## src/hw/rtl/gravity_body_interaction_step_assert.svh

```systemverilog
// Assertion macros for the gravity step block.
`ifndef GRAVITY_BODY_INTERACTION_STEP_ASSERT_SVH
`define GRAVITY_BODY_INTERACTION_STEP_ASSERT_SVH

// Same-cycle implication.
`define GBIS_ASSERT_HOLDS(label, clk, rst_n, ante, cons, msg) \
	label: assert property (@(posedge clk) disable iff (!rst_n) (ante) |-> (cons)) \
		else $error(msg);

// Next-cycle implication.
`define GBIS_ASSERT_NEXT(label, clk, rst_n, ante, cons, msg) \
	label: assert property (@(posedge clk) disable iff (!rst_n) (ante) |=> (cons)) \
		else $error(msg);

`endif

```

## src/hw/rtl/gbis_pkg.sv

```systemverilog
package gbis_pkg;
	localparam int FRAC_BITS = 16;

	localparam logic [31:0] GRAV_RESET   = 32'd4294967;
	localparam logic [30:0] RADIUS_RESET = 31'd327680;
	localparam logic [63:0] T1_MAX       = (64'd1 << 39) - 64'd1;

	localparam logic REG_GRAV   = 1'b0;
	localparam logic REG_RADIUS = 1'b1;

	typedef enum logic [1:0] {
		CMD_LOAD     = 2'd0,
		CMD_SOURCE   = 2'd1,
		CMD_PARTICLE = 2'd2,
		CMD_NONE     = 2'd3
	} cmd_t;

	typedef enum logic [4:0] {
		S_IDLE, S_START, S_SQX, S_SQY, S_RR, S_HIT, S_SQRT, S_MM, S_MMS, S_GMM,
		S_T1S, S_T1W, S_T2S, S_T2W, S_DXM, S_DXS, S_DXW, S_DYM, S_DYS, S_DYW,
		S_COLL, S_BXM, S_BXS, S_BXW, S_BYM, S_BYS, S_BYW, S_MASS, S_FIN, S_EMIT
	} state_t;

	typedef struct packed {
		logic        start;
		logic [63:0] dividend;
		logic [32:0] divisor;
	} div_req_t;

	typedef struct packed {
		logic        busy;
		logic [63:0] quot;
	} div_rsp_t;

	typedef struct packed {
		logic        start;
		logic [63:0] radicand;
	} sqrt_req_t;

	typedef struct packed {
		logic        busy;
		logic [31:0] root;
	} sqrt_rsp_t;

	function automatic logic signed [31:0] sat32(input logic signed [33:0] v);
		if (v > 34'sd2147483647)
			return 32'sh7fffffff;
		else if (v < -34'sd2147483648)
			return 32'sh80000000;
		else
			return v[31:0];
	endfunction
endpackage

```

## src/hw/rtl/gbis_isqrt.sv

```systemverilog
// Integer square root, one result bit per cycle, for a 32-bit root.
module gbis_isqrt import gbis_pkg::*; (
	input  logic      clk,
	input  logic      arst_n,
	input  sqrt_req_t req,
	output sqrt_rsp_t rsp
);
	logic [63:0] n_q;
	logic [63:0] res_q;
	logic [63:0] bit_q;
	logic [4:0]  cnt_q;
	logic        busy_q;
	logic [63:0] trial;
	logic        ge;

	always_comb begin
		trial = res_q + bit_q;
		ge    = n_q >= trial;
	end

	always_ff @(posedge clk or negedge arst_n) begin
		if (!arst_n) begin
			busy_q <= 1'b0;
			cnt_q  <= '0;
		end else if (req.start) begin
			busy_q <= 1'b1;
			cnt_q  <= '0;
		end else if (busy_q) begin
			cnt_q <= cnt_q + 5'd1;
			if (cnt_q == 5'd31)
				busy_q <= 1'b0;
		end
	end

	always_ff @(posedge clk) begin
		if (req.start) begin
			n_q   <= req.radicand;
			res_q <= '0;
			bit_q <= 64'd1 << 62;
		end else if (busy_q) begin
			if (ge) begin
				n_q   <= n_q - trial;
				res_q <= (res_q >> 1) + bit_q;
			end else begin
				res_q <= res_q >> 1;
			end
			bit_q <= bit_q >> 2;
		end
	end

	assign rsp.busy = busy_q;
	assign rsp.root = res_q[31:0];
endmodule

```

## config.mk

```make
export PLATFORM = sky130hd
export DESIGN_NAME = gbis_isqrt
export DESIGN_NICKNAME = d
export VERILOG_FILES = /design/src/hw/rtl/gravity_body_interaction_step_assert.svh /design/src/hw/rtl/gbis_pkg.sv /design/src/hw/rtl/gbis_isqrt.sv
export SDC_FILE = /design/constraint.sdc
export NUM_CORES = 1
export LEC_CHECK = 0
export BUFFER_PORTS_ARGS = -buffer_cell sky130_fd_sc_hd__buf_4
export CAP_MARGIN = 20
export CORE_AREA = 2 2 175 177
export DETAILED_ROUTE_END_ITERATION = 16
export DIE_AREA = 0 0 177 179
export GPL_TIMING_DRIVEN = 1
export PLACE_DENSITY_LB_ADDON = 0.12
export SKIP_CTS_REPAIR_TIMING = 1
export SLEW_MARGIN = 20
export SYNTH_ARGS = -nofsm -noshare
export SYNTH_HDL_FRONTEND = slang
export SYNTH_SLANG_ARGS = --single-unit
```

## constraint.sdc

```tcl
create_clock -name clk -period 15.55 [get_ports clk]
set_input_delay 3.11 -clock clk [delete_from_list [all_inputs] [get_ports clk]]
set_output_delay 3.11 -clock clk [all_outputs]
set_load 0.02 [all_outputs]
```

After elaboration in Yosys (flattened, before gate mapping)
Index checks and enable logic that the tools add are counted.
Word-level totals
  flip-flop bits (word level): 166
  input bits: 67
  output and inout bits: 33
  logic and storage cells: 23
Cells by class
  add/sub/neg operators: 4
  $lt $le $gt $ge: 1
  eq/ne operators: 1
  muxes and demuxes: 9
  reduce and logical (&&, ||, !) cells: 3
Operator list (count)
  $mux W64: 4
  $add A63 B63 Y64: 1
  $add A64 B63 Y64: 1
  $ge A64 B64 Y1: 1
  $sub A64 B64 Y64: 1
  $mux W5: 2
  $add A5 B1 Y5 const B: 1
  $eq A5 B5 Y1 const B: 1
  $reduce_bool A2 Y1: 2
  $mux W1: 3
  $reduce_and A2 Y1: 1

Depth between registers and ports, before layout
  depth in word-level cells: 5
  mapped depth: 27
  gate-level depth less buffers: 23

Worst setup path before layout
OpenSTA, ideal clock, no wires.
  kind: reg-to-reg
  start point: register res_q[4]
  end point: register n_q[0] (enable)
  library setup time: 0.394 ns
  arrival time: 5.256 ns
  required time: 15.156 ns
  slack: 9.900 ns
  cell stages (with the launch flop): 23
  buffers on the path: 2
  clock period less this slack: 5.650 ns
  cell sequence: dfxtp_1 > ha_1 > nand4_1 > o21ai_1 > a21oi_1 > a31o_2 > a211oi_2 > o31ai_2 > o31ai_2 > a41o_1 > a31oi_1 > xor2_1 > ha_1 > buf_2 > nand4_1 > nor4_1 > nand3_1 > nor4_1 > nor4_1 > o31a_1 > buf_6 > nor2_1 > or2_2
Between the ends
  word-level cells in the longest chain between the ends: 4
Ends and longest elaborated chain
  from (decl): RTL line gbis_isqrt.sv:9  | logic [63:0] res_q;
  from (signal assigned): RTL line gbis_isqrt.sv:43  | res_q <= (res_q >> 1) + bit_q;
  from (signal assigned): RTL line gbis_isqrt.sv:45  | res_q <= res_q >> 1;
  $add A64 B63 Y64: RTL line gbis_isqrt.sv:17  | trial = res_q + bit_q;
  $ge A64 B64 Y1: RTL line gbis_isqrt.sv:18  | ge = n_q >= trial;
  $reduce_bool A2 Y1 (no line)
  $reduce_and A2 Y1 (no line)
  to (signal assigned): RTL line gbis_isqrt.sv:37  | n_q <= req.radicand;
  to (signal assigned): RTL line gbis_isqrt.sv:42  | n_q <= n_q - trial;
  to (decl): RTL line gbis_isqrt.sv:8  | logic [63:0] n_q;
No other way between the ends.
A chain may end at the register's enable or synchronous reset.

Worst setup path in the final report
  start point: register res_q[4]
  end point: register n_q[22] (enable)
The elaborated chain is that of the path after synthesis.

==> flow_summary.ini <==
[die]
die_w_um = 177
rows = 64
die-area_mm2 = 0.0317
core-area_mm2 = 0.0300
io_pins = 100
die_y_um = 179
initial_core_util_pct = 51.9

[min_path]
hp-start = res_q[0]
min_path_type = flip-flop to flip-flop
hold_depth = 2
whs_endpoint = res_q[0]

[route]
drc = 0
drtPass1Iterations = 5
vias = 14415
wl_mm = 44.3
drt_iter0_markers = 1298
final_antenna_net_count = 0
viasPerCell = 6.19
avgRoutedWirePerCell_um = 19.0

[timing]
fin_crit_sh_pct = 46.2
finalHoldViolations = 0
slew_headroom_pct = 29.3
rsz0062_at_grt = false
drv_slew = 0
finalWorstSetupSlack_ns = 8.36
fmax_mhz = 139
setup_viol = 0
fin_setup_tns_ns = 0
tightest_slew_ns = 1.06
period_needed_ns = 7.19
finClkSkew_ns = 0.0130

[cells_and_area]
layout-drive-gt1-share_pct = 10.1
nFillCells = 2844
area_growth_pct = 7.08
n_antenna_cell = 0
final_nets = 2118

[worst_setup_path]
required_ns = 15.63
worstPathCellList = ha_1, nand4_1, o21ai_1, a21oi_1, a31o_2, a211oi_2, o31ai_2, o31ai_2, a41o_1, a31oi_1, xor2_1, ha_1, nand4_1, nor4_1, nand3_1, nor4_1, nor4_1, o31a_2, buf_4, nor2_1, or2_2, buf_4
cp_top_family = compound AO/OA/AOI/OAI gates
reg2reg_depth = 22
critPathLaunchType = flip-flop
worstReg2RegStart = res_q[4]
cp.depth = 22
crit_path_end_kind = flip-flop
r2r-end = n_q[22]
cp.arrival_ns = 7.27
path_common_cell = nor4_1
crit_type = flip-flop to flip-flop
cp_slowest_cell = buf_4
critPathMaxFanout = 64
ff2ff_setup_slack_ns = 8.36
max_stage_delay_ns = 0.71
cp.buffers_inverters = 2

[power]
p_per_area_mw_per_mm2 = 150
power.total_w = 0.00250
cellLeakagePower_nw = 6.58
peakVddDrop_mv = 0.106

[synth]
yosysTopAreaCell = dfxtp_1
avgSynthCellArea_um2 = 8.05
synth_edf_count = 64
synth.most_common_cell = nor2_1
syn-instance-count = 1935
ys_ff_latch = 166
yosysTopAreaCellShare_pct = 12.3
synth_cell_type_count = 95
synth.net_count = 2135
post_synth_instance_area_mm2 = 0.0156
synth_ff_type = dfxtp_1
synthArstFlopShare_pct = 3.61
netlist_top_cells_count = nor2_1, nand2_1, o21ai_0
yosys_warnings = 0
ys_seq_area_share_pct = 25.6
synth.area.top_cells = dfxtp_1, edfxtp_1, ha_1

[global_route]
grt_pass1_wl_mm = 71.0
grt_overflow = 0
grt.total_usage_pct = 28.2
grt_max_degree = 180
antenna_found_initial = 0
grt_pass1_vias = 13071

[clocking]
cts_tree = built
cts_buffers = 17
h-tree-depth = 4
clk_latency_ns = 0.46
clockBufferDepth = 2
path_clk_slew_ns = 0.07
clock-sinks = 166
root_buffer = clkbuf_16

[placement]
place_worst_setup_slack_ns = 8.42
port_buffers = 99
place_congestion = 0.938
hpwl_mm = 33.1

[run]
maxCapViolations = 0

[run_status]
status = finished, final reports clean
per-layer routing:
| layer | up-vias | GRT usage (%) | part of all wire, % |
|---|---|---|---|
| met5 | - | 0 | 0 |
| met1 | 6791 | 42.0 | 50 |
| li1 | 7144 | - | - |
| met2 | 452 | 42.7 | 43 |
| met3 | 28 | 4.26 | 6.3 |
| met4 | 0 | 6.16 | 0.95 |
layout by cell type, fill, tap and decap left out, types with 7 or more instances in the layout:
cell type	Yosys	routed
nand3_1	39	39
a31o_2	11	11
dfxtp_1	96	96
and4_1	7	7
nand2b_1	9	9
xnor2_1	78	78
a31oi_1	57	57
clkbuf_16	0	18
or3_1	22	22
o31ai_1	11	11
and3_1	22	22
a221oi_1	15	15
buf_4	34	103
nor2b_1	21	21
xor2_1	72	72
o21ai_0	163	163
nor4_1	11	11
o21bai_1	26	26
ha_1	132	132
o22ai_1	11	11
o21a_1	19	19
edfxtp_1	64	64
nor2_1	196	196
mux2i_1	52	52
o21ai_1	11	11
inv_1	44	44
nand4_1	44	44
a21oi_1	132	132
a311oi_1	19	19
nand2_1	186	186
nor3_1	26	26
a21o_1	32	32
and2_1	13	13
a211oi_1	36	36
cell type report:
type	count	area [um2]	share of cell area, %
multi-input combinational	1583	10700	63.9
sequential	166	4000	24.0
timing repair buffer	105	805	4.82
tap	396	495	2.97
clock inverter	10	68.8	0.413
inverter	45	169	1.01
clock buffer	22	485	2.91
state kept, by name, summed over array words and instances (netlist names):
signal	cells
n_q	64
res_q	64
bit_q	32
cnt_q	5
busy_q	1
worst min-delay path: cells and delay by family (launching register included):
family,cells,cell delay [ns]
and+or+nand+nor,1,0.09
AOI/OAI and AO/OA,1,0.06
DFF,1,0.33
power by group:
part / switching, W / internal [W] / leakage (nW)
Combinational: 0.000898 / 0.000534 / 4.79
Clock: 0.000198 / 0.000223 / 0.273
Sequential: 0.0000450 / 0.000599 / 1.52
Total: 0.00114 / 0.00136 / 6.58
worst max-delay path by stage:
stage	start	endpoint	slack [ns]
detailed placement	res_q[4]	n_q[21]	8.42
floorplan	res_q[4]	n_q[0]	9.90
global placement	res_q[4]	n_q[39]	8.66
finish	res_q[4]	n_q[22]	8.36
global route	bit_q[0]	n_q[18]	7.93
CTS	res_q[4]	n_q[43]	8.39
stage by stage:
stage	util, %	instances	hold slack (ns)	area, um2
after floorplan	-	1935	0.479	15600
after global placement	53.7	2295	0.496	16100
after detailed placement	53.7	2295	0.515	16100
after CTS	55.5	2327	0.524	16700
after global routing	55.5	2327	0.546	16700
final	55.5	2327	0.526	16700
cell families (layout without fill, tap and decap cells):
| group | count (synthesis) | count (layout) | synth area share [%] |
|---|---|---|---|
| buffers and inverters | 186 | 182 | 5.94 |
| DFF | 166 | 166 | 25.6 |
| muxes | 57 | 57 | 3.70 |
| xor gates and xnor gates | 150 | 150 | 8.43 |
| adders and majority gates | 133 | 133 | 10.7 |
| AOI/OAI and AO/OA | 627 | 627 | 27.0 |
| and+or+nand+nor | 616 | 616 | 18.5 |
(Power assumes the default switching activity.)
