$ cat src/hw/rtl/gravity_body_interaction_step_assert.svh
// Assertion macros for the gravity step block.
`ifndef GRAVITY_BODY_INTERACTION_STEP_ASSERT_SVH
`define GRAVITY_BODY_INTERACTION_STEP_ASSERT_SVH

// Same-cycle implication.
`define GBIS_ASSERT_HOLDS(label, clk, rst_n, ante, cons, msg) \
	label: assert property (@(posedge clk) disable iff (!rst_n) (ante) |-> (cons)) \
		else $error(msg);

// Next-cycle implication.
`define GBIS_ASSERT_NEXT(label, clk, rst_n, ante, cons, msg) \
	label: assert property (@(posedge clk) disable iff (!rst_n) (ante) |=> (cons)) \
		else $error(msg);

`endif

$ cat src/hw/rtl/gbis_pkg.sv
package gbis_pkg;
	localparam int FRAC_BITS = 16;

	localparam logic [31:0] GRAV_RESET   = 32'd4294967;
	localparam logic [30:0] RADIUS_RESET = 31'd327680;
	localparam logic [63:0] T1_MAX       = (64'd1 << 39) - 64'd1;

	localparam logic REG_GRAV   = 1'b0;
	localparam logic REG_RADIUS = 1'b1;

	typedef enum logic [1:0] {
		CMD_LOAD     = 2'd0,
		CMD_SOURCE   = 2'd1,
		CMD_PARTICLE = 2'd2,
		CMD_NONE     = 2'd3
	} cmd_t;

	typedef enum logic [4:0] {
		S_IDLE, S_START, S_SQX, S_SQY, S_RR, S_HIT, S_SQRT, S_MM, S_MMS, S_GMM,
		S_T1S, S_T1W, S_T2S, S_T2W, S_DXM, S_DXS, S_DXW, S_DYM, S_DYS, S_DYW,
		S_COLL, S_BXM, S_BXS, S_BXW, S_BYM, S_BYS, S_BYW, S_MASS, S_FIN, S_EMIT
	} state_t;

	typedef struct packed {
		logic        start;
		logic [63:0] dividend;
		logic [32:0] divisor;
	} div_req_t;

	typedef struct packed {
		logic        busy;
		logic [63:0] quot;
	} div_rsp_t;

	typedef struct packed {
		logic        start;
		logic [63:0] radicand;
	} sqrt_req_t;

	typedef struct packed {
		logic        busy;
		logic [31:0] root;
	} sqrt_rsp_t;

	function automatic logic signed [31:0] sat32(input logic signed [33:0] v);
		if (v > 34'sd2147483647)
			return 32'sh7fffffff;
		else if (v < -34'sd2147483648)
			return 32'sh80000000;
		else
			return v[31:0];
	endfunction
endpackage

$ cat src/hw/rtl/gbis_div.sv
// Restoring divider, one quotient bit per cycle, for a 64-bit quotient.
module gbis_div import gbis_pkg::*; (
	input  logic     clk,
	input  logic     arst_n,
	input  div_req_t req,
	output div_rsp_t rsp
);
	logic [63:0] quo_q;
	logic [32:0] rem_q;
	logic [32:0] dsr_q;
	logic [5:0]  cnt_q;
	logic        busy_q;
	logic [33:0] rem_sh;
	logic [33:0] rem_nx;
	logic        ge;

	always_comb begin
		rem_sh = {rem_q, quo_q[63]};
		ge     = rem_sh >= {1'b0, dsr_q};
		rem_nx = ge ? rem_sh - {1'b0, dsr_q} : rem_sh;
	end

	always_ff @(posedge clk or negedge arst_n) begin
		if (!arst_n) begin
			busy_q <= 1'b0;
			cnt_q  <= '0;
		end else if (req.start) begin
			busy_q <= 1'b1;
			cnt_q  <= '0;
		end else if (busy_q) begin
			cnt_q <= cnt_q + 6'd1;
			if (cnt_q == 6'd63)
				busy_q <= 1'b0;
		end
	end

	always_ff @(posedge clk) begin
		if (req.start) begin
			quo_q <= req.dividend;
			rem_q <= '0;
			dsr_q <= req.divisor;
		end else if (busy_q) begin
			quo_q <= {quo_q[62:0], ge};
			rem_q <= rem_nx[32:0];
		end
	end

	assign rsp.busy = busy_q;
	assign rsp.quot = quo_q;
endmodule

$ cat config.mk
export PLATFORM = sky130hd
export DESIGN_NAME = gbis_div
export DESIGN_NICKNAME = d
export VERILOG_FILES = /design/src/hw/rtl/gravity_body_interaction_step_assert.svh /design/src/hw/rtl/gbis_pkg.sv /design/src/hw/rtl/gbis_div.sv
export SDC_FILE = /design/constraint.sdc
export NUM_CORES = 1
export LEC_CHECK = 0
export ABC_AREA = 0
export BUFFER_PORTS_ARGS = -buffer_cell sky130_fd_sc_hd__buf_2
export CORE_UTILIZATION = 50
export CTS_CLUSTER_DIAMETER = 50
export CTS_CLUSTER_SIZE = 10
export DETAILED_ROUTE_END_ITERATION = 6
export GPL_TIMING_DRIVEN = 0
export PLACE_DENSITY_LB_ADDON = 0.08
export SETUP_SLACK_MARGIN = 0.05
export SKIP_LAST_GASP = 1
export SLEW_MARGIN = 40
export SYNTH_ARGS = -nofsm -noshare
export SYNTH_HDL_FRONTEND = slang
export SYNTH_SLANG_ARGS = --single-unit
$ cat constraint.sdc
create_clock -name clk -period 4.34 [get_ports clk]
set_clock_uncertainty 0.1 [all_clocks]
set_input_delay 0.651 -clock clk [delete_from_list [all_inputs] [get_ports clk]]
set_output_delay 0.651 -clock clk [all_outputs]
set_load 0.01 [all_outputs]
## After elaboration in Yosys (flattened, before gate mapping)

Cells that the tools add are included.

- $add $sub $neg: 2
- $lt $le $gt $ge: 1
- Equality and inequality tests: 1
- Muxes and demuxes: 8
- Reductions and logical operators: 1

Operators by type and width:

| kind | number |
|---|---|
| two-way mux 64 bit | 2 |
| >= comparator 34 x 33 -> 1 bit | 1 |
| two-way mux 33 bit | 1 |
| subtractor 33 bit | 1 |
| two-way mux 6 bit | 2 |
| adder 6 x 1 -> 6 bit (second input constant) | 1 |
| equality test 6 bit (second input constant) | 1 |
| two-way mux 1 bit | 3 |
| nonzero test 2 bit | 1 |

- Register bits: 137
- Bits of input ports: 100
- Output and inout port bits: 65
- Word-level logic and storage cells: 18

## Logic depth before layout (Yosys ltp)

Gate-level depths: netlist of the first run.

- Word-level depth: 4
- Mapped depth: 15
- Gate-level depth less buffers: 13

## Worst setup path after synthesis of the first run

No wires, ideal clock.

- Path type: in2reg
- Start: input req[97] (netlist name)
- End: register quo_q[0], enable pin
- Setup time: 0.418 ns
- Arrival time: 2.516 ns
- Required time: 3.822 ns
- Path slack: 1.306 ns
- Cell stages on the path: 4
- Cells stage by stage: clkbuf_1 clkbuf_1 nor2_1 inv_1

- Longest elaborated chain between the ends: 1

Ends and longest elaborated chain:

| item | RTL line | source |
|---|---|---|
| start: declaration | gbis_div.sv:5 | `input div_req_t req,` |
| nonzero test 2 bit (no source line) | n/a |  |
| end signal: assignment | gbis_div.sv:39 | `quo_q <= req.dividend;` |
| end signal: assignment | gbis_div.sv:43 | `quo_q <= {quo_q[62:0], ge};` |
| end: declaration | gbis_div.sv:8 | `logic [63:0] quo_q;` |

No other way between the ends.
A chain may end at the register's enable or synchronous reset.

## Final worst setup path of the first run

- Start: register quo_q[63]
- End: register quo_q[0], data pin

- Longest elaborated chain between the ends: 3

Ends and longest elaborated chain:

| item | RTL line | source |
|---|---|---|
| >= comparator 34 x 33 -> 1 bit | gbis_div.sv:19 | `ge = rem_sh >= {1'b0, dsr_q};` |
| two-way mux 64 bit | gbis_div.sv:42 | `end else if (busy_q) begin` |
| two-way mux 64 bit | gbis_div.sv:38 | `if (req.start) begin` |

No other way between the ends. The select of a mux whose other input is x is not followed.

==> results.md, run 1 <==
- Placed Instances: 1019
- DRC: 0
- Seq/Total Area, Yosys: 49.9%
- Starting Density: 51.5%
- Static Leak: 0.00400 uW
- CTS tree: yes
- Via count: 5813
- Psw: 1690 uW
- Synth Area in Compound Gates: 14.8%
- Crit-path cells: inv_1 > ha_1 > inv_1 > fa_1 > a211oi_2 > o21ai_2 > nand3_2 > a21bo_1 > a21oi_4 > a21bo_4 > buf_6 > buf_6 > mux2_2
- Final hold violation count: 0
- Total track usage: 23.5%
- Core Region: 0.0146 mm2
- Relative max-transition margin: 52.7%
- Distinct cells, synth: 63
- PortBufs: 164
- Post-synthesis mux area share: 12.3%
- # resized after CTS: 0
- First-pass GRT wire length: 29.0 mm
- Vias in the first global route: 5977
- Fraction of registers with async set/reset: 5.11%
- Cell row count: 44
- Flop pwr share: 34.8%
- Crit-path slowest cell: edfxtp_1
- TNS Setup: 0 ns
- Final period util: 74.5%
- Clock Latency Late Sink: 0.42 ns
- Fin. max-slew vios: 0
- Synth Net Count: 805
- Most used DFF post-synth: edfxtp_1
- Fin crit period: 3.23 ns
- Total Wirelength: 17.7 mm
- Clock Pin Slew Worst Setup and Hold Paths: 0.06 ns
- Netlist Area Pre-Place: 0.00751 mm2
- Family with the most delay on the worst path: compound AO/OA/AOI/OAI gates
- Vias per cell: 5.53
- Critical path type: flip-flop to flip-flop
- Unrepaired setup endpoints after global routing: false
- Mean post-synth cell area: 11.2 um2
- PD cells: 548 mW/mm2
- Area contributors post-synth: edfxtp_1 39%, mux2_2 9.6%, dfxtp_1 8.8%
- Arrival time worst endpoint: 3.31 ns
- Filler instances: 1168
- Most frequent cells in the layout: 167 x buf_2, 97 x edfxtp_1, 64 x mux2_2
- GPL Wtd Cong: 0.881
- Peak supply drop: 0.000367 V
- Clk sinks: 137
- Die height: 125 um
- Die area: 0.0155 mm2
- GRT overflow: 0
- Clk root buf: clkbuf_16
- DR pass1 iterations: 7
- Antenna violations before repair: 0
- Layout area overhead: 22.4%
- Initial DRC count: 381
- Antenna cells: 0
- Combinational power share: 36.0%
- Synth Area in XOR/XNOR: 3.26%
- Clock Power Share: 29.1%
- Nets@finish: 990
- Status: completed
- Min-Delay Path Class: primary input to flip-flop
- Boundary Pins: 165
- Max-Cap Viols: 0
- Layout cells sized above 1: 33.6%
- Flops & latches, synth: 137
- Num CTS Buffers: 17
- Critical Path End Type: flip-flop
- CTS max path bufs: 2
- Number of synthesized flops with an enable pin: 97
- Max Fclk: 0.309 GHz
- Htree depth: 4
- Switching share of power: 33.4%
- Req. time, crit path: 4.42 ns
- Synth warnings: 0
- Post-route insts no fill: 1051
- Cell-internal power: 3360 uW
- Slew @ Worst Pin: 0.710 ns
- # setup viols final: 0
- Post-DP HPWL: 13.1 mm
- Worst-path maximum fanout: 10
- Die X: 125 um
- Most common cell after layout, fill and taps aside: buf_2
- Startpoint Class: flip-flop
- Largest net degree at the start of global routing: 38
- Final ANT Viol Nets: 0
- Largest area contributor in the netlist: edfxtp_1
- Post-synthesis adder-cell area fraction: 5.93%
- CP bufs+invs: 4
- Cells after synthesis: 670
- Simple-gate share of the synthesized area: 9.19%
- Largest family of logic cells by synthesized area: compound AO/OA/AOI/OAI gates
- Yosys top cell area share: 38.8%
- Routed len/inst: 16.9 um
- Slowest Stage Delay on Critical Path: 0.49 ns
==> metrics by stage <==
step	worst slack [ns]	power [uW]	hold WS, ns	utilization, %	instance area [um2]
finish	1.11	5040	0.299	63.0	9200
detailed placement	0.565	3570	0.389	58.9	8590
global placement	-0.561	3520	0.382	58.7	8570
floorplan	1.31	3120	0.255	-	7510
CTS	1.02	5050	0.286	63.0	9200
global route	0.947	5330	0.281	63.0	9200
==> path summary, 6_finish.rpt <==
kind | startpoint | endpoint | slack (ns) | cells past startpoint
min reg2reg | rem_q[17] | rem_q[17] | 0.41 | 2
min | req[16] | dsr_q[16] | 0.30 | 1
max | quo_q[63] | quo_q[0] | 1.11 | 13
max in group asynchronous | arst_n | cnt_q[1] | 3.50 | 2
min in group asynchronous | arst_n | cnt_q[4] | 0.49 | 2
max reg2reg | quo_q[63] | quo_q[0] | 1.11 | 13
==> kinds of logic after synthesis <==
logic type | count (synthesis)
xor gates and xnor gates | 28
AOI/OAI and AO/OA | 159
muxes | 84
buffers and inverters | 80
DFF | 137
and+or+nand+nor | 147
adders and majority gates | 35
==> registers in the layout (all words and copies together) (netlist names) <==
register / count
busy_q: 1
cnt_q: 6
dsr_q: 33
quo_q: 64
rem_q: 33
==> worst register-to-register path: stages, from the launching register on <==
cell and delay (ns):
edfxtp_1 0.49, inv_1 0.10, ha_1 0.17, inv_1 0.06, fa_1 0.44, a211oi_2 0.30
o21ai_2 0.13, nand3_2 0.11, a21bo_1 0.20, a21oi_4 0.10, a21bo_4 0.24, buf_6 0.15
buf_6 0.15, mux2_2 0.26
==> routing by layer <==
| layer | up-vias | wire [um] | track usage [%] |
|---|---|---|---|
| met5 | - | 0 | 0 |
| met4 | 0 | 274 | 8.08 |
| met3 | 25 | 1490 | 8.46 |
| met2 | 215 | 8560 | 38.8 |
| met1 | 2746 | 7410 | 28.3 |
| li1 | 2827 | - | - |
==> area by class of cell <==
| class | instances | area [um2] | share of cell area (%) |
|---|---|---|---|
| sequential | 137 | 3750 | 40.8 |
| multi-input combinational | 453 | 3420 | 37.2 |
| timing repair buffer | 166 | 853 | 9.28 |
| clock buffer | 20 | 447 | 4.86 |
| tap | 184 | 230 | 2.50 |
| buffer | 35 | 180 | 1.96 |
| inverter | 45 | 171 | 1.86 |
| clock inverter | 11 | 150 | 1.63 |
==> Yosys cell counts, drive strengths merged (3+ instances only) <==
library cell / instances
edfxtp: 97
mux2: 64
nor2: 56
inv: 45
a21oi: 41
ha: 34
dfxtp: 33
nand2: 32
o21ai: 31
a211oi: 27
clkbuf: 23
a21o: 21
mux2i: 20
nand3: 16
xnor2: 15
xor2: 13
buf: 12
nor3: 10
dfrtp: 7
nand2b: 7
nand4: 6
o21a: 6
o21bai: 5
a31oi: 4
and2: 4
and3: 4
nor2b: 4
o211ai: 4
nor4: 3
==> power by group through the flow <==
stage	logic (uW)	clock network [uW]	registers, uW
2_1_floorplan	1330	0	1780
3_3_place_gp	1750	0	1770
3_5_place_dp	1790	0	1780
4_1_cts	1800	1490	1760
5_1_grt	1990	1550	1790
6_report	1820	1470	1760
==> what timing repair did <==
item,in CTS,in global routing
hold buffers,1,0
endpoints found under the hold margin,7,0
setup buffers,0,0
Note: power is estimated with default switching activity, not from simulation.
==> inputs of run 2 (changes only) <==
clock period = 2.91 ns   (was 4.34 ns; I/O delays follow)
==> run 2 against run 1 <==
Against the previous run:
- the run now ends with negative setup slack left
- combinational power grew 69%
- wire length grew 3.4%
- clock-buffer cell count grew 2
- worst hold slack lost 0.22 ns
- clock power grew 48%
- flip-flop and latch count is the same
- final cell count grew 1.4%
- sequential power grew 49%
- total power grew 56%
- core utilization grew 1.8 points
- fmax grew 8.7%
- register-to-register slack lost 1.2 ns
- critical path type unchanged
- largest power group unchanged
==> results.md, run 2 (synthesis results as in run 1) <==
- Worst-path maximum fanout: 6 (was 10)
- Startpoint Class: flip-flop (unchanged)
- Die area: 0.0155 mm2 (unchanged)
- First-pass GRT wire length: 29.8 mm (was 29.0 mm)
- Relative max-transition margin: 53.6% (was 52.7%)
- CTS tree: yes (unchanged)
- Slew @ Worst Pin: 0.696 ns (was 0.710 ns)
- Status: finished, violations left (was completed)
- Clock Pin Slew Worst Setup and Hold Paths: 0.06 ns (about the same)
- Failing checks: negative setup slack
- # setup viols final: 4 (was 0)
- Clock Latency Late Sink: 0.43 ns (was 0.42 ns)
- CP bufs+invs: 4 (unchanged)
- Antenna violations before repair: 0 (unchanged)
- Crit-path slowest cell: edfxtp_1 (unchanged)
- Die height: 125 um (unchanged)
- Vias per cell: 5.55 (was 5.53)
- GPL Wtd Cong: 0.909 (was 0.881)
- Filler instances: 1137 (was 1168)
- Max reg flops: 64 (unchanged)
- Starting Density: 51.5% (unchanged)
- Min-Delay Path Class: primary input to flip-flop (unchanged)
- Most common cell after layout, fill and taps aside: buf_2 (unchanged)
- Boundary Pins: 165 (unchanged)
- Htree depth: 4 (unchanged)
- Via count: 5921 (was 5813)
- Most frequent cells in the layout: 167 x buf_2, 97 x edfxtp_1, 64 x mux2_2 (unchanged)
- Smallest hold slack: 0.0765 ns (was 0.299 ns)
- Fin. max-slew vios: 0 (unchanged)
- Max-Cap Viols: 0 (unchanged)
- Core Region: 0.0146 mm2 (unchanged)
- Final WS setup: -0.0657 ns (was 1.11 ns)
- Final period util: 102% (was 74.5%)
- Largest reg by FF count: quo_q (unchanged)
- Layout area overhead: 25.9% (was 22.4%)
- Total Wirelength: 18.3 mm (was 17.7 mm)
- DR pass1 iterations: 5 (was 7)
- Clk sinks: 137 (unchanged)
- Critical path type: flip-flop to flip-flop (unchanged)
- Antenna cells: 0 (unchanged)
- GRT overflow: 0 (unchanged)
- Cell row count: 44 (unchanged)
- Routed len/inst: 17.2 um (was 16.9 um)
- Final hold violation count: 0 (unchanged)
- Static Leak: 0.00410 uW (was 0.00400 uW)
- Fin crit period: 2.98 ns (was 3.23 ns)
- Nets@finish: 1004 (was 990)
- DRC: 0 (unchanged)
- Initial DRC count: 337 (was 381)
- Req. time, crit path: 2.99 ns (was 4.42 ns)
- Final ANT Viol Nets: 0 (unchanged)
- Largest net degree at the start of global routing: 47 (was 38)
- Num CTS Buffers: 17 (unchanged)
- Clk root buf: clkbuf_16 (unchanged)
- Vias in the first global route: 6098 (was 5977)
- Slowest Stage Delay on Critical Path: 0.47 ns (was 0.49 ns)
- Layout cells sized above 1: 37.3% (was 33.6%)
- Max Fclk: 0.336 GHz (was 0.309 GHz)
- Peak supply drop: 0.000519 V (was 0.000367 V)
- Regs by FF count: quo_q: 64 flops, dsr_q: 33 flops, rem_q: 33 flops (unchanged)
- Family with the most delay on the worst path: compound AO/OA/AOI/OAI gates (unchanged)
- Layout Utilization: 64.8% (was 63.0%)
- Critical Path End Type: flip-flop (unchanged)
- Die X: 125 um (unchanged)
- Post-DP HPWL: 13.0 mm (was 13.1 mm)
- Crit-path cells: inv_1 > ha_2 > inv_2 > fa_2 > a211oi_4 > o21ai_2 > nand3_2 > a21bo_4 > a21oi_4 > a21bo_4 > buf_8 > buf_8 > mux2_2 (was inv_1 > ha_1 > inv_1 > fa_1 > a211oi_2 > o21ai_2 > nand3_2 > a21bo_1 > a21oi_4 > a21bo_4 > buf_6 > buf_6 > mux2_2)
- PD cells: 832 mW/mm2 (was 548 mW/mm2)
- Arrival time worst endpoint: 3.05 ns (was 3.31 ns)
- Unrepaired setup endpoints after global routing: true (was false)
- Total track usage: 24.1% (was 23.5%)
- PortBufs: 164 (unchanged)
- CTS max path bufs: 2 (unchanged)
==> run 2: cell types whose count changed in the layout (fill, tap and decap cells not counted), sizes merged <==
cell,delta
buf,+13
bufbuf,+1
bufinv,-1
clkbuf,+2
clkinv,-4
clkinvlp,+1
inv,+3
==> run 2: metrics by stage <==
stage	power [uW]	cells	instance area [um2]	setup TNS (ns)	setup WS [ns]
floorplan	4650	670	7520	0	0.0908
global route	8280	1066	9460	-3.30	-0.186
finish	7870	1066	9460	-0.140	-0.0657
global placement	5260	1018	8570	-119.39	-1.75
detailed placement	5320	1019	8590	-39.34	-0.552
CTS	7810	1065	9380	-0.264	-0.0791
==> run 2: timing repair <==
item,CTS,global route
hold buffers,1,0
hold endpoints to repair,7,0
gates cloned,2,0
buffers inserted,11,2
resized for setup,20,20
pin swaps,30,21
setup endpoints to repair,90,66
==> run 2: cell type report <==
type | instances | area, um2 | share of cell area, %
inverters | 45 | 171 | 1.81
plain buffers | 34 | 180 | 1.90
multi-input cells | 453 | 3540 | 37.4
flip-flops and latches | 137 | 3750 | 39.6
well taps | 184 | 230 | 2.43
repair buffers | 181 | 1010 | 10.7
clock buffers | 22 | 464 | 4.91
clock inverters | 10 | 118 | 1.24
==> run 2: layer usage <==
layer	vias up	share of wire, %	GRT usage (%)
li1	2863	-	-
met1	2824	42	29.2
met2	203	48	40.3
met3	31	8.4	7.86
met4	0	1.6	8.36
met5	-	0	0
==> run 2: worst paths after layout <==
path	startpoint	to	slack [ns]	cells past startpoint
min reg2reg	rem_q[2]	rem_q[2]	0.40	2
max reg2reg	quo_q[63]	quo_q[0]	-0.07	13
min	req[30]	dsr_q[30]	0.08	1
min in group asynchronous	arst_n	cnt_q[5]	0.26	2
max in group asynchronous	arst_n	cnt_q[0]	2.29	2
max	quo_q[63]	quo_q[0]	-0.07	13
==> run 2: report_power, final <==
part / total, uW / leakage, uW / internal, uW / switching [uW]
combinational: 3070 / 0.00246 / 1480 / 1600
sequential: 2630 / 0.00136 / 2420 / 212
clock: 2170 / 0.000275 / 1310 / 855
total: 7870 / 0.00410 / 5200 / 2670
==> inputs of run 3 (changes only) <==
CORE_MARGIN = 10   (was not set)
==> run 3 against run 2 <==
Against the previous run:
- final cell count stayed put
- total power grew 3.1%
- the flow still finishes with violations (negative setup slack)
- largest cell class unchanged
- fmax is 0.70% higher
- critical path type unchanged
- clock-buffer cell count decreased by 4
==> results.md, run 3 (synthesis results as in run 1) <==
- Status: finished, violations left (unchanged)
- Failing checks: negative setup slack (unchanged)
- Global Route met1 Usage: 22.9% (was 29.2%)
- Critical path type: flip-flop to flip-flop (unchanged)
- Fin crit period: 2.95 ns (was 2.98 ns)
- Clk sinks: 137 (unchanged)
- Psw: 2770 uW (was 2670 uW)
- Initial DRC count: 300 (was 337)
- Num CTS Buffers: 17 (unchanged)
- Arrival time worst endpoint: 3.04 ns (was 3.05 ns)
- CTS tree: yes (unchanged)
- Post-place setup slack: -0.689 ns (was -0.552 ns)
- Slowest Stage Delay on Critical Path: 0.45 ns (was 0.47 ns)
- Final period util: 102% (about the same)
- Worst Min Path Start: req[18] (was req[30])
- Layout cells sized above 1: 38.4% (was 37.3%)
- Nets@finish: 1004 (unchanged)
- Fin. max-slew vios: 0 (unchanged)
- Total power: 8120 uW (was 7870 uW)
- PortBufs: 164 (unchanged)
- CP bufs+invs: 4 (unchanged)
- Relative max-transition margin: 51.4% (was 53.6%)
- Die area: 0.0203 mm2 (was 0.0155 mm2)
- GRT overflow: 0 (unchanged)
- Antenna violations before repair: 1 (was 0)
- Htree depth: 4 (unchanged)
- Clk root buf: clkbuf_16 (unchanged)
- R2R setup slack: -0.04 ns (was -0.07 ns)
- Most frequent cells in the layout: 167 x buf_2, 97 x edfxtp_1, 64 x mux2_2 (unchanged)
- Die height: 143 um (was 125 um)
- CTS max path bufs: 2 (unchanged)
- Combinational power share: 38.5% (was 39.1%)
- Cell row count: 44 (unchanged)
- Final hold violation count: 0 (unchanged)
- Met2 Usage GRT: 32.7% (was 40.3%)
- DRC: 0 (unchanged)
- Most common cell after layout, fill and taps aside: buf_2 (unchanged)
- Via count: 5922 (was 5921)
- Peak supply drop: 0.000468 V (was 0.000519 V)
- Final WS setup: -0.0449 ns (was -0.0657 ns)
- GPL Wtd Cong: 0.925 (was 0.909)
- Post-DP HPWL: 14.7 mm (was 13.0 mm)
- Clock Pin Slew Worst Setup and Hold Paths: 0.07 ns (was 0.06 ns)
- Total Wirelength: 20.2 mm (was 18.3 mm)
- Switching share of power: 34.2% (was 33.9%)
- Critical Path End Type: flip-flop (unchanged)
- Max Fclk: 0.338 GHz (was 0.336 GHz)
- Starting Density: 51.3% (was 51.5%)
- GR peak layer: met2 (unchanged)
- GR Util met3: 8.98% (was 7.86%)
- First-pass GRT wire length: 31.9 mm (was 29.8 mm)
- Cell-internal power: 5340 uW (was 5200 uW)
- Vias in the first global route: 6204 (was 6098)
- Max-Cap Viols: 0 (unchanged)
- Reg-to-Reg End: quo_q[0] (unchanged)
- # setup viols final: 4 (unchanged)
- Antenna cells: 0 (unchanged)
- Die X: 143 um (was 125 um)
- Family with the most delay on the worst path: compound AO/OA/AOI/OAI gates (unchanged)
- Crit-path slowest cell: edfxtp_1 (unchanged)
- Crit-path cells: inv_1 > ha_2 > inv_2 > fa_2 > a211oi_4 > o21ai_2 > nand3_2 > a21bo_4 > a21oi_4 > a21bo_4 > buf_8 > buf_8 > mux2_2 (unchanged)
- Min-Delay Path Class: primary input to flip-flop (unchanged)
- Static Leak: 0.00413 uW (was 0.00410 uW)
- Worst R2R Start: quo_q[63] (unchanged)
- Hold Crit Endpoint: dsr_q[18] (was dsr_q[30])
- Filler instances: 1190 (was 1137)
- Req. time, crit path: 2.99 ns (about the same)
- Core Region: 0.0146 mm2 (about the same)
- Regs by FF count: quo_q: 64 flops, dsr_q: 33 flops, rem_q: 33 flops (unchanged)
- Slew @ Worst Pin: 0.729 ns (was 0.696 ns)
- PD cells: 847 mW/mm2 (was 832 mW/mm2)
- Boundary Pins: 165 (unchanged)
- Total track usage: 20.0% (was 24.1%)
- Startpoint Class: flip-flop (unchanged)
- Clock Latency Late Sink: 0.43 ns (about the same)
- Largest reg by FF count: quo_q (unchanged)
- Unrepaired setup endpoints after global routing: true (unchanged)
- Flop pwr share: 32.4% (was 33.4%)
- Layout area overhead: 27.5% (was 25.9%)
- Max reg flops: 64 (unchanged)
- Final ANT Viol Nets: 0 (unchanged)
- Worst-path maximum fanout: 5 (was 6)
- Largest net degree at the start of global routing: 37 (was 47)
- Clock Power Share: 29.2% (was 27.5%)
- Depth of the worst register-to-register path: 13 (unchanged)
- DR pass1 iterations: 5 (unchanged)
- Vias per cell: 5.56 (was 5.55)
- Routed len/inst: 19.0 um (was 17.2 um)
- Hold depth: 1 (unchanged)
==> run 3: changes by cell type in the layout (fill, tap and decap cells not counted), sizes merged <==
cell,delta
clkbuf,-3
bufbuf,-1
clkinvlp,-2
bufinv,+2
inv,+3
clkinv,+1
==> run 3: power by group through the flow <==
| stage | Sequential, uW | Clock (uW) | Combinational, uW |
|---|---|---|---|
| 2_1_floorplan | 2660 | 0 | 1990 |
| 3_3_place_gp | 2640 | 0 | 2620 |
| 3_5_place_dp | 2650 | 0 | 2680 |
| 4_1_cts | 2620 | 2410 | 2920 |
| 5_1_grt | 2670 | 2490 | 3390 |
| 6_report | 2630 | 2370 | 3120 |
==> run 3: layer usage <==
metal  vias to the layer above  part of all wire (%)
met5                         -                 0.035
met4                         2                   1.5
met3                        31                   9.6
met2                       207                    48
met1                      2822                    41
li1                       2860                     -
==> run 3: what timing repair did <==
action                                  CTS  global route
hold endpoints to repair                  7             0
hold buffers                              1             0
endpoints found under the setup margin  108            34
gates cloned                              1             1
pin swaps                                19            17
gates resized for setup                  23            31
setup buffers                             9             3
==> run 3: worst max-delay path by stage <==
| stage | depth (start not counted) | slack [ns] | end | start |
|---|---|---|---|---|
| 6_report | 13 | -0.04 | quo_q[0] | quo_q[63] |
| 5_1_grt | 12 | -0.14 | rem_q[25] | dsr_q[24] |
| 4_1_cts | 15 | -0.09 | rem_q[29] | quo_q[63] |
| 3_5_place_dp | 6 | -0.69 | quo_q[38] | req[97] |
| 3_3_place_gp | 5 | -1.79 | quo_q[49] | req[97] |
| 2_1_floorplan | 4 | 0.09 | quo_q[0] | req[97] |
==> run 3: metrics by stage <==
stage | instances | utilization, % | area (um2) | TNS [ns] | hold WS [ns]
floorplan | 670 | - | 7520 | 0 | 0.0409
global placement | 1018 | 58.5 | 8570 | -124.40 | 0.173
detailed placement | 1019 | 58.7 | 8590 | -53.13 | 0.179
CTS | 1062 | 64.3 | 9410 | -0.538 | 0.0593
global route | 1066 | 65.4 | 9580 | -1.70 | 0.0636
finish | 1066 | 65.4 | 9580 | -0.119 | 0.0756
==> run 3: area by class of cell <==
type                    count  area, um2  share of cell area, %
clock inverters            14        211                   2.21
inverters                  45        171                   1.79
multi-input cells         453       3600                   37.6
well taps                 184        230                   2.40
flip-flops and latches    137       3750                   39.1
repair buffers            180       1000                   10.4
plain buffers              35        193                   2.01
clock buffers              18        429                   4.48
